===== config.mk =====
export PLATFORM = sky130hd
export DESIGN_NAME = rotary_encoder_with_switch_debounce
export DESIGN_NICKNAME = d
export VERILOG_FILES = /design/src/hdl/renc_pkg.sv /design/src/hdl/rotary_encoder_with_switch_debounce.sv /design/src/hdl/renc_quad.sv /design/src/hdl/renc_debounce.sv
export SDC_FILE = /design/constraint.sdc
export NUM_CORES = 1
export LEC_CHECK = 0
export BUFFER_PORTS_ARGS = -buffer_cell sky130_fd_sc_hd__buf_2
export CAP_MARGIN = 10
export CORE_MARGIN = 8
export CORE_UTILIZATION = 40
export DETAILED_ROUTE_END_ITERATION = 16
export PLACE_DENSITY = 0.66
export SYNTH_ARGS = -nofsm -noshare
export SYNTH_HDL_FRONTEND = slang
export SYNTH_SLANG_ARGS = --single-unit

===== constraint.sdc =====
create_clock -name clk -period 9.2 [get_ports clk]
set_clock_uncertainty 0.05 [all_clocks]
set_input_delay 0 -clock clk [delete_from_list [all_inputs] [get_ports clk]]
set_output_delay 0 -clock clk [all_outputs]
set_load 0.02 [all_outputs]

===== src/hdl/renc_pkg.sv =====
package renc_pkg;

  localparam int unsigned MASK_W = 8;
  localparam int unsigned TICK_W = 32;
  localparam int unsigned POS_W = 32;
  localparam int unsigned COUNT_W = 4;

  localparam logic [POS_W-1:0] POS_RESET = 32'h7FFF_FFFF;
  localparam logic [TICK_W-1:0] DEBOUNCE_RESET = 32'd20;
  localparam logic [COUNT_W-1:0] COUNT_RESET = 4'd8;

  // configuration register indexes
  localparam logic REG_DEBOUNCE = 1'b0;
  localparam logic REG_COUNT = 1'b1;

  typedef struct packed {
    logic a_rise;
    logic a_fall;
    logic b_rise;
    logic b_fall;
    logic b_level;
    logic [MASK_W-1:0] sw_rise_mask;
    logic [MASK_W-1:0] sw_fall_mask;
    logic [TICK_W-1:0] now_tick;
  } in_item_t;

  typedef struct packed {
    logic [POS_W-1:0] position;
    logic [MASK_W-1:0] switch_levels;
  } out_item_t;

endpackage


===== src/hdl/rotary_encoder_with_switch_debounce.sv =====
// Quadrature encoder decoder with debounced push switches.
// Input channel (in_valid/in_ready/in_data) takes one pin-event item: encoder
// A/B edge flags, the B level, rise/fall masks for the switch slots and the
// current tick. Result channel (out_valid/out_ready/out_data) returns one item
// per input: the position counter and the debounced switch levels.
// An accepted item sits in an input register; it is applied to the encoder
// and switch state once the result slot is free, and those registers drive out_data.
// out_valid rises when the state registers take the item, and one item per cycle
// is taken when the receiver keeps out_ready high. The rate is set by the
// update of the state registers.
// When the receiver stalls, the result holds and one more item waits in the
// input register; after that in_ready drops until the result is taken.
// Configuration (cfg_we/cfg_index/cfg_wdata) writes debounce_ticks (index 0)
// and switch_count (index 1) and is meant to be used while the block is idle.
// Reset (rst_n low, synchronous) sets position to 0x7FFFFFFF, clears the arm
// flag, the switch levels and stamps, and loads debounce 20 and count 8.
module rotary_encoder_with_switch_debounce #(
  parameter int NUM_SWITCHES = 8
) (
  input  logic clk,
  input  logic rst_n,
  input  logic in_valid,
  output logic in_ready,
  input  renc_pkg::in_item_t in_data,
  output logic out_valid,
  input  logic out_ready,
  output renc_pkg::out_item_t out_data,
  input  logic cfg_we,
  input  logic cfg_index,
  input  logic [renc_pkg::TICK_W-1:0] cfg_wdata
);

  logic in_valid_r, in_valid_nxt;
  renc_pkg::in_item_t in_data_r;
  logic out_valid_r, out_valid_nxt;
  logic [renc_pkg::TICK_W-1:0] debounce_r;
  logic [renc_pkg::COUNT_W-1:0] count_r;
  logic step;
  logic [renc_pkg::POS_W-1:0] position;
  logic [renc_pkg::MASK_W-1:0] levels;

  // the held item is applied once the result slot is free
  assign step = in_valid_r && (!out_valid_r || out_ready);
  assign in_ready = !in_valid_r || step;

  always_comb begin
    in_valid_nxt = in_valid_r;
    if (in_valid && in_ready) begin
      in_valid_nxt = 1'b1;
    end else if (step) begin
      in_valid_nxt = 1'b0;
    end
    out_valid_nxt = out_valid_r;
    if (step) begin
      out_valid_nxt = 1'b1;
    end else if (out_ready) begin
      out_valid_nxt = 1'b0;
    end
  end

  always_ff @(posedge clk) begin
    if (!rst_n) begin
      in_valid_r <= 1'b0;
      out_valid_r <= 1'b0;
    end else begin
      in_valid_r <= in_valid_nxt;
      out_valid_r <= out_valid_nxt;
    end
  end

  always_ff @(posedge clk) begin
    if (in_valid && in_ready) begin
      in_data_r <= in_data;
    end
  end

  always_ff @(posedge clk) begin
    if (!rst_n) begin
      debounce_r <= renc_pkg::DEBOUNCE_RESET;
      count_r <= renc_pkg::COUNT_RESET;
    end else if (cfg_we) begin
      case (cfg_index)
        renc_pkg::REG_DEBOUNCE: debounce_r <= cfg_wdata;
        renc_pkg::REG_COUNT: count_r <= cfg_wdata[renc_pkg::COUNT_W-1:0];
        default: ;
      endcase
    end
  end

  renc_quad u_quad (
    .clk(clk),
    .rst_n(rst_n),
    .step(step),
    .item(in_data_r),
    .position(position)
  );

  renc_debounce #(
    .NUM_SWITCHES(NUM_SWITCHES)
  ) u_debounce (
    .clk(clk),
    .rst_n(rst_n),
    .step(step),
    .rise_mask(in_data_r.sw_rise_mask),
    .fall_mask(in_data_r.sw_fall_mask),
    .now_tick(in_data_r.now_tick),
    .debounce_ticks(debounce_r),
    .switch_count(count_r),
    .levels(levels)
  );

  assign out_valid = out_valid_r;
  assign out_data.position = position;
  assign out_data.switch_levels = levels;

endmodule


===== src/hdl/renc_quad.sv =====
module renc_quad (
  input  logic clk,
  input  logic rst_n,
  input  logic step,
  input  renc_pkg::in_item_t item,
  output logic [renc_pkg::POS_W-1:0] position
);

  logic [renc_pkg::POS_W-1:0] pos_r, pos_nxt;
  logic armed_r, armed_nxt;

  always_comb begin
    pos_nxt = pos_r;
    armed_nxt = armed_r;
    // only the first pending edge acts: A rise, A fall, B rise, B fall
    if (item.a_rise) begin
      if (armed_r) begin
        pos_nxt = item.b_level ? pos_r - 1'b1 : pos_r + 1'b1;
      end
      armed_nxt = 1'b0;
    end else if (item.a_fall) begin
      if (armed_r) begin
        pos_nxt = item.b_level ? pos_r + 1'b1 : pos_r - 1'b1;
      end
      armed_nxt = 1'b0;
    end else if (item.b_rise || item.b_fall) begin
      armed_nxt = 1'b1;
    end
  end

  always_ff @(posedge clk) begin
    if (!rst_n) begin
      pos_r <= renc_pkg::POS_RESET;
      armed_r <= 1'b0;
    end else if (step) begin
      pos_r <= pos_nxt;
      armed_r <= armed_nxt;
    end
  end

  assign position = pos_r;

endmodule


===== src/hdl/renc_debounce.sv =====
module renc_debounce #(
  parameter int NUM_SWITCHES = 8
) (
  input  logic clk,
  input  logic rst_n,
  input  logic step,
  input  logic [renc_pkg::MASK_W-1:0] rise_mask,
  input  logic [renc_pkg::MASK_W-1:0] fall_mask,
  input  logic [renc_pkg::TICK_W-1:0] now_tick,
  input  logic [renc_pkg::TICK_W-1:0] debounce_ticks,
  input  logic [renc_pkg::COUNT_W-1:0] switch_count,
  output logic [renc_pkg::MASK_W-1:0] levels
);

  logic [NUM_SWITCHES-1:0] state_r, state_nxt;
  logic [renc_pkg::TICK_W-1:0] stamp_r [NUM_SWITCHES];
  logic [renc_pkg::TICK_W-1:0] stamp_nxt [NUM_SWITCHES];

  for (genvar c = 0; c < NUM_SWITCHES; c++) begin : g_slot
    logic r, f, en, hit;
    logic [renc_pkg::TICK_W-1:0] limit;

    // slots past the mask width have no edge bits
    if (c < int'(renc_pkg::MASK_W)) begin : g_edge
      assign r = rise_mask[c];
      assign f = fall_mask[c];
    end else begin : g_noedge
      assign r = 1'b0;
      assign f = 1'b0;
    end

    always_comb begin
      en = int'(switch_count) > c;
      limit = stamp_r[c] + debounce_ticks;
      hit = en && (r || f) && (limit < now_tick);
      state_nxt[c] = hit ? !r : state_r[c];
      stamp_nxt[c] = hit ? now_tick : stamp_r[c];
    end

    always_ff @(posedge clk) begin
      if (!rst_n) begin
        state_r[c] <= 1'b0;
        stamp_r[c] <= '0;
      end else if (step) begin
        state_r[c] <= state_nxt[c];
        stamp_r[c] <= stamp_nxt[c];
      end
    end
  end

  for (genvar c = 0; c < int'(renc_pkg::MASK_W); c++) begin : g_level
    if (c < NUM_SWITCHES) begin : g_live
      assign levels[c] = state_r[c];
    end else begin : g_dead
      assign levels[c] = 1'b0;
    end
  end

endmodule


Word-level counts from Yosys, hierarchy flattened
Memory sizes are Yosys's and may differ from the RTL's.
Cells that the tools add are included.
{ "totals": {"output_inout_bits": 42, "memories": 1, "elab_cells": 146, "ram_bits": 256, "regBits": 132, "in_bits": 91} }
{ "mem_list": {"columns": ["memory", "words", "width", "read_ports", "rd_clocked_by_memory_dff", "write_ports", "line", "source"], "rows": [
  ["u_debounce.stamp_r", 8, 32, 8, 0, 8, "renc_debounce.sv:16", "logic [renc_pkg::TICK_W-1:0] stamp_r [NUM_SWITCHES];"]
]} }
{ "op_classes": {"muxes": 33, "order_cmp": 16, "reduce_logical": 55, "bitwise_logic": 9, "n_addsub": 10} }
{ "op_table": {"columns": ["op", "count"], "rows": [
  ["32-bit 2-to-1 mux", 22],
  ["32-bit adder", 8],
  ["32-bit < comparator", 8],
  ["32-bit by 1-bit adder with 32-bit output (second input constant)", 1],
  ["32-bit by 1-bit subtractor with 32-bit output (second input constant)", 1],
  ["2-bit AND reduction", 11],
  ["1-bit logical AND", 18],
  ["4-bit by 3-bit greater-than comparator with 1-bit output (second input constant)", 4],
  ["1-bit logical OR", 11],
  ["1-bit 2-to-1 mux", 11],
  ["1-bit zero test", 10],
  ["4-bit by 1-bit greater-than comparator with 1-bit output (second input constant)", 2],
  ["4-bit by 2-bit greater-than comparator with 1-bit output (second input constant)", 2],
  ["1-bit bitwise OR", 8],
  ["2-bit nonzero test", 3],
  ["3-bit AND reduction", 1],
  ["3-bit nonzero test", 1],
  ["1-bit inverter", 1]
]} }

Longest topological paths before layout
{ "depth": {"depth_word": 7, "ltp_mapped": 23, "ltp_nobuf": 23} }

By module
Synthesis repeated with hierarchy kept, for this count alone.
{ "unflattened": {"hier_cells": 3127, "hier_area_um2": 31207.4} }
{ "modules_own_cells": {"columns": ["module", "cells_per_inst", "seq_area_each_um2", "area_each_um2", "instances"], "rows": [
  ["renc_debounce", 2616, 7847.5, 25717.2, 1],
  ["rotary_encoder_with_switch_debounce", 218, 2352.3, 3151.8, 1],
  ["renc_quad", 293, 660.6, 2338.5, 1]
]} }

Least setup slack after synthesis
OpenSTA, ideal clock, no wires.
{ "synth_path": {"path_type": "reg-to-reg", "startpoint": "register debounce_r[1] (netlist name)", "endpoint": "memory u_debounce.stamp_r[2][32] (netlist bit), enable pin", "synth_period_minus_slack_ns": 6.600, "required_ns": 8.684, "t_arrival_ns": 6.084, "path_buffers": 0, "slack_ns": 2.600, "path_stages_with_launch": 20, "setup_time_ns": 0.466, "cell_sequence": "dfxtp_1 -> inv_1 -> fa_1 -> nor2b_1 -> o21ai_0 -> a21boi_1 -> o41ai_1 -> o31ai_1 -> a311o_1 -> a31o_2 -> a21boi_1 -> o311ai_0 -> ha_1 -> a21o_1 -> a21o_1 -> a21oi_1 -> nor2_1 -> nor2_1 -> a31oi_1 -> o21ai_0"} }
{ "synth_rtl": {"columns": ["element", "line"], "rows": [
  ["to (decl)", "renc_debounce.sv:16"]
]} }

==> flow_metrics.tcl <==
set metrics [dict create \
    leakage_nw 16.0 \
    worst-path-max-fanout 18 \
    dp_cells 4237 \
    antennaDiodeCount 0 \
    antenna_found_initial 0 \
    ys_seq_area_share_pct 35.7 \
    area_delta_synth_final_pct 15.2 \
    arrival_ns 7.41 \
    synth_warnings 0 \
    grtUsageTotal_pct 22.4 \
    synth_edf_count 309 \
    fmaxAchievable_mhz 140 \
    fp.dieArea_sq_um 85100 \
    cts_max_level 2 \
    clk_pin_slew_ns 0.06 \
    first_pass_iters 6 \
    cts.sinks 388 \
    core_sq_um 75600 \
    finalCriticalPeriod_ns 7.14 \
    initial_core_util_pct 40.3 \
    routed_wl_um 99900 \
    worstSetupEndpointType "register" \
    fill_cells 7115 \
    die_x_um 292 \
    cts_tree "yes" \
    final-instance-count-excl-fill 4414 \
    drv_cap 0 \
    routed_via_density 5.91 \
    overflow 0 \
    wl_per_cell_um 22.6 \
    rsz0062_at_grt "no" \
    netlist_instances 3143 \
    crit_type "reg2reg" \
    syn_area_per_cell_sq_um 9.68 \
    final_util_pct 46.4 \
    yosysTopAreaCell "edfxtp_1" \
    die_height_um 292 \
    port_buffers 132 \
    worst_hold_slack_ns 0.0641 \
    setup_viol 0 \
    relSlewSlack_pct 22.5 \
    cts.path.max_buffers 3 \
    drtIter0Drc 2173 \
    row_count 101 \
    ctsResizeCount 0 \
    cts-root-buf "clkbuf_16" \
    dp_hpwl_um 71500 \
    status "completed" \
    ys_ff_latch 388 \
    worst_pin_slew_ns 1.16 \
    final_antenna_net_count 0 \
    drv_slew 0 \
    synth.area.top_cells "edfxtp_1 31%, ha_1 20%, a21oi_1 5.3%" \
    syn_area_sq_um 30400 \
    period_share_pct 77.6 \
    crit_required_ns 9.47 \
    postCtsSetupBuffers 0 \
    clock_latency_ns 0.60 \
    grt_start_max_net_pins 54 \
    powerDensity_nw_per_um2 159 \
    setup_tns_ns 0 \
    ys.flop_type "edfxtp_1" \
    routabilityCongestion 0.948 \
    critPathLaunchType "register" \
    fin_nets 3996 \
    drive_above_1_share_pct 8.82 \
    async_reset_ff_share_pct 0 \
    syn_nets 3740 \
    grt_pass1_wl_um 149000 \
    synth.distinct_cells 81 \
    yosys-top-cells-count "498 x ha_1, 325 x a21oi_1, 309 x edfxtp_1" \
    hold_path_class "in2reg" \
    hold_viol 0 \
    yosys.area.top_type_share_pct 30.5 \
    ios 133 \
    cts_buffers 45 \
    yosysMostFrequentCell "ha_1" \
    power_w 0.00556 \
    vias 26090 \
    drc 0 \
    grt_pass1_vias 25087 \
    ir_drop_uv 169 \
]
==> metal layers <==
layer | share of wire (%) | global-route usage [%]
met1 | 43 | 29.6
met2 | 45 | 36.5
met3 | 6.9 | 3.32
met5 | 0 | 0
met4 | 4.6 | 9.34
==> critical path, stage by stage, from the launching register on <==
cell and delay (ns):
dfxtp_1 0.46, inv_1 0.53, fa_1 0.34, nor2b_1 0.06, o21ai_0 0.25, a21boi_1 0.16
o41ai_1 0.57, o31ai_1 0.26, a311o_1 0.50, a31o_2 0.30, a21boi_1 0.25, xnor2_1 0.12
ha_1 0.30, nand4_1 0.24, or4_1 0.62, a31oi_1 0.50, o21ai_0 0.28, a31oi_1 0.39
o21ai_4 0.30, buf_4 0.34
==> where the power goes <==
group          total (W)  internal, W  switching, W
clock            0.00198      0.00119      0.000797
sequential       0.00211      0.00203     0.0000759
combinational    0.00147     0.000594      0.000872
==> worst paths after layout <==
path / from / end / slack, ns / cells after the start
worst max-delay path: debounce_r[1]$_SDFFE_PN0P_ / u_debounce.stamp_r[2][33]$_SDFFCE_PN0P_ / 2.06 / 19
worst max register to register: debounce_r[1]$_SDFFE_PN0P_ / u_debounce.stamp_r[2][33]$_SDFFCE_PN0P_ / 2.06 / 19
worst min-delay path: in_data[18] / in_data_r[18]$_DFFE_PP_ / 0.06 / 2
worst min register to register: in_data_r[40]$_DFFE_PP_ / u_debounce.levels[0]$_SDFFE_PN0P_ / 0.43 / 1
==> kinds of logic after synthesis <==
family	after synthesis	share of synthesized area (%)
buffers and inverters	174	2.17
AOI/OAI and AO/OA	943	19.5
adders and majority gates	506	21.0
xor gates and xnor gates	239	6.88
muxes	10	0.329
DFF	388	35.7
and+or+nand+nor	883	14.4
==> flip-flops by register name, indices dropped and copies added (netlist names) <==
| signal | count |
|---|---|
| u_debounce.stamp_r | 256 |
| in_data_r | 53 |
| debounce_r | 32 |
| u_quad.position | 32 |
| u_debounce.levels | 8 |
| count_r | 4 |
| in_valid_r | 1 |
| out_valid | 1 |
| u_quad.armed_r | 1 |
==> per-stage QoR <==
step,cell area (sq um),setup slack [ns]
final,35000,2.06
after global placement,32500,2.28
after detailed placement,32500,2.22
after global routing,35000,1.90
after CTS,35000,2.13
after floorplan,30400,2.60
==> cells in the final DEF (no fill, tap or decap), drive strengths merged, types with 23 or more instances in the layout <==
master and instances:
xor2 74, nor2 172, o21bai 32, dlygate4sd3 93, clkbuf 60, nand3 103
nor3 87, nand4 47, nand2b 56, or3 34, ha 498, a21o 188
o21a 26, nand2 238, a31oi 35, inv 125, edfxtp 309, dfxtp 79
buf 166, a211oi 23, nor2b 46, and3 24, o21ai 173, xnor2 165
a21oi 326
==> cell type report <==
class	instances	area, sq um	share of cell area (%)
clock buffers	60	1250	3.58
clock inverters	24	338	0.964
inverters	124	467	1.33
multi-input cells	2581	19000	54.4
flip-flops and latches	388	10900	31.0
well taps	978	1220	3.49
repair buffers	259	1850	5.27
==> repair_timing <==
item,in CTS,in global routing
hold endpoints to repair,111,0
setup endpoints to repair,0,0
hold buffers,93,0
No activity file was read; power rests on OpenSTA's default activity.
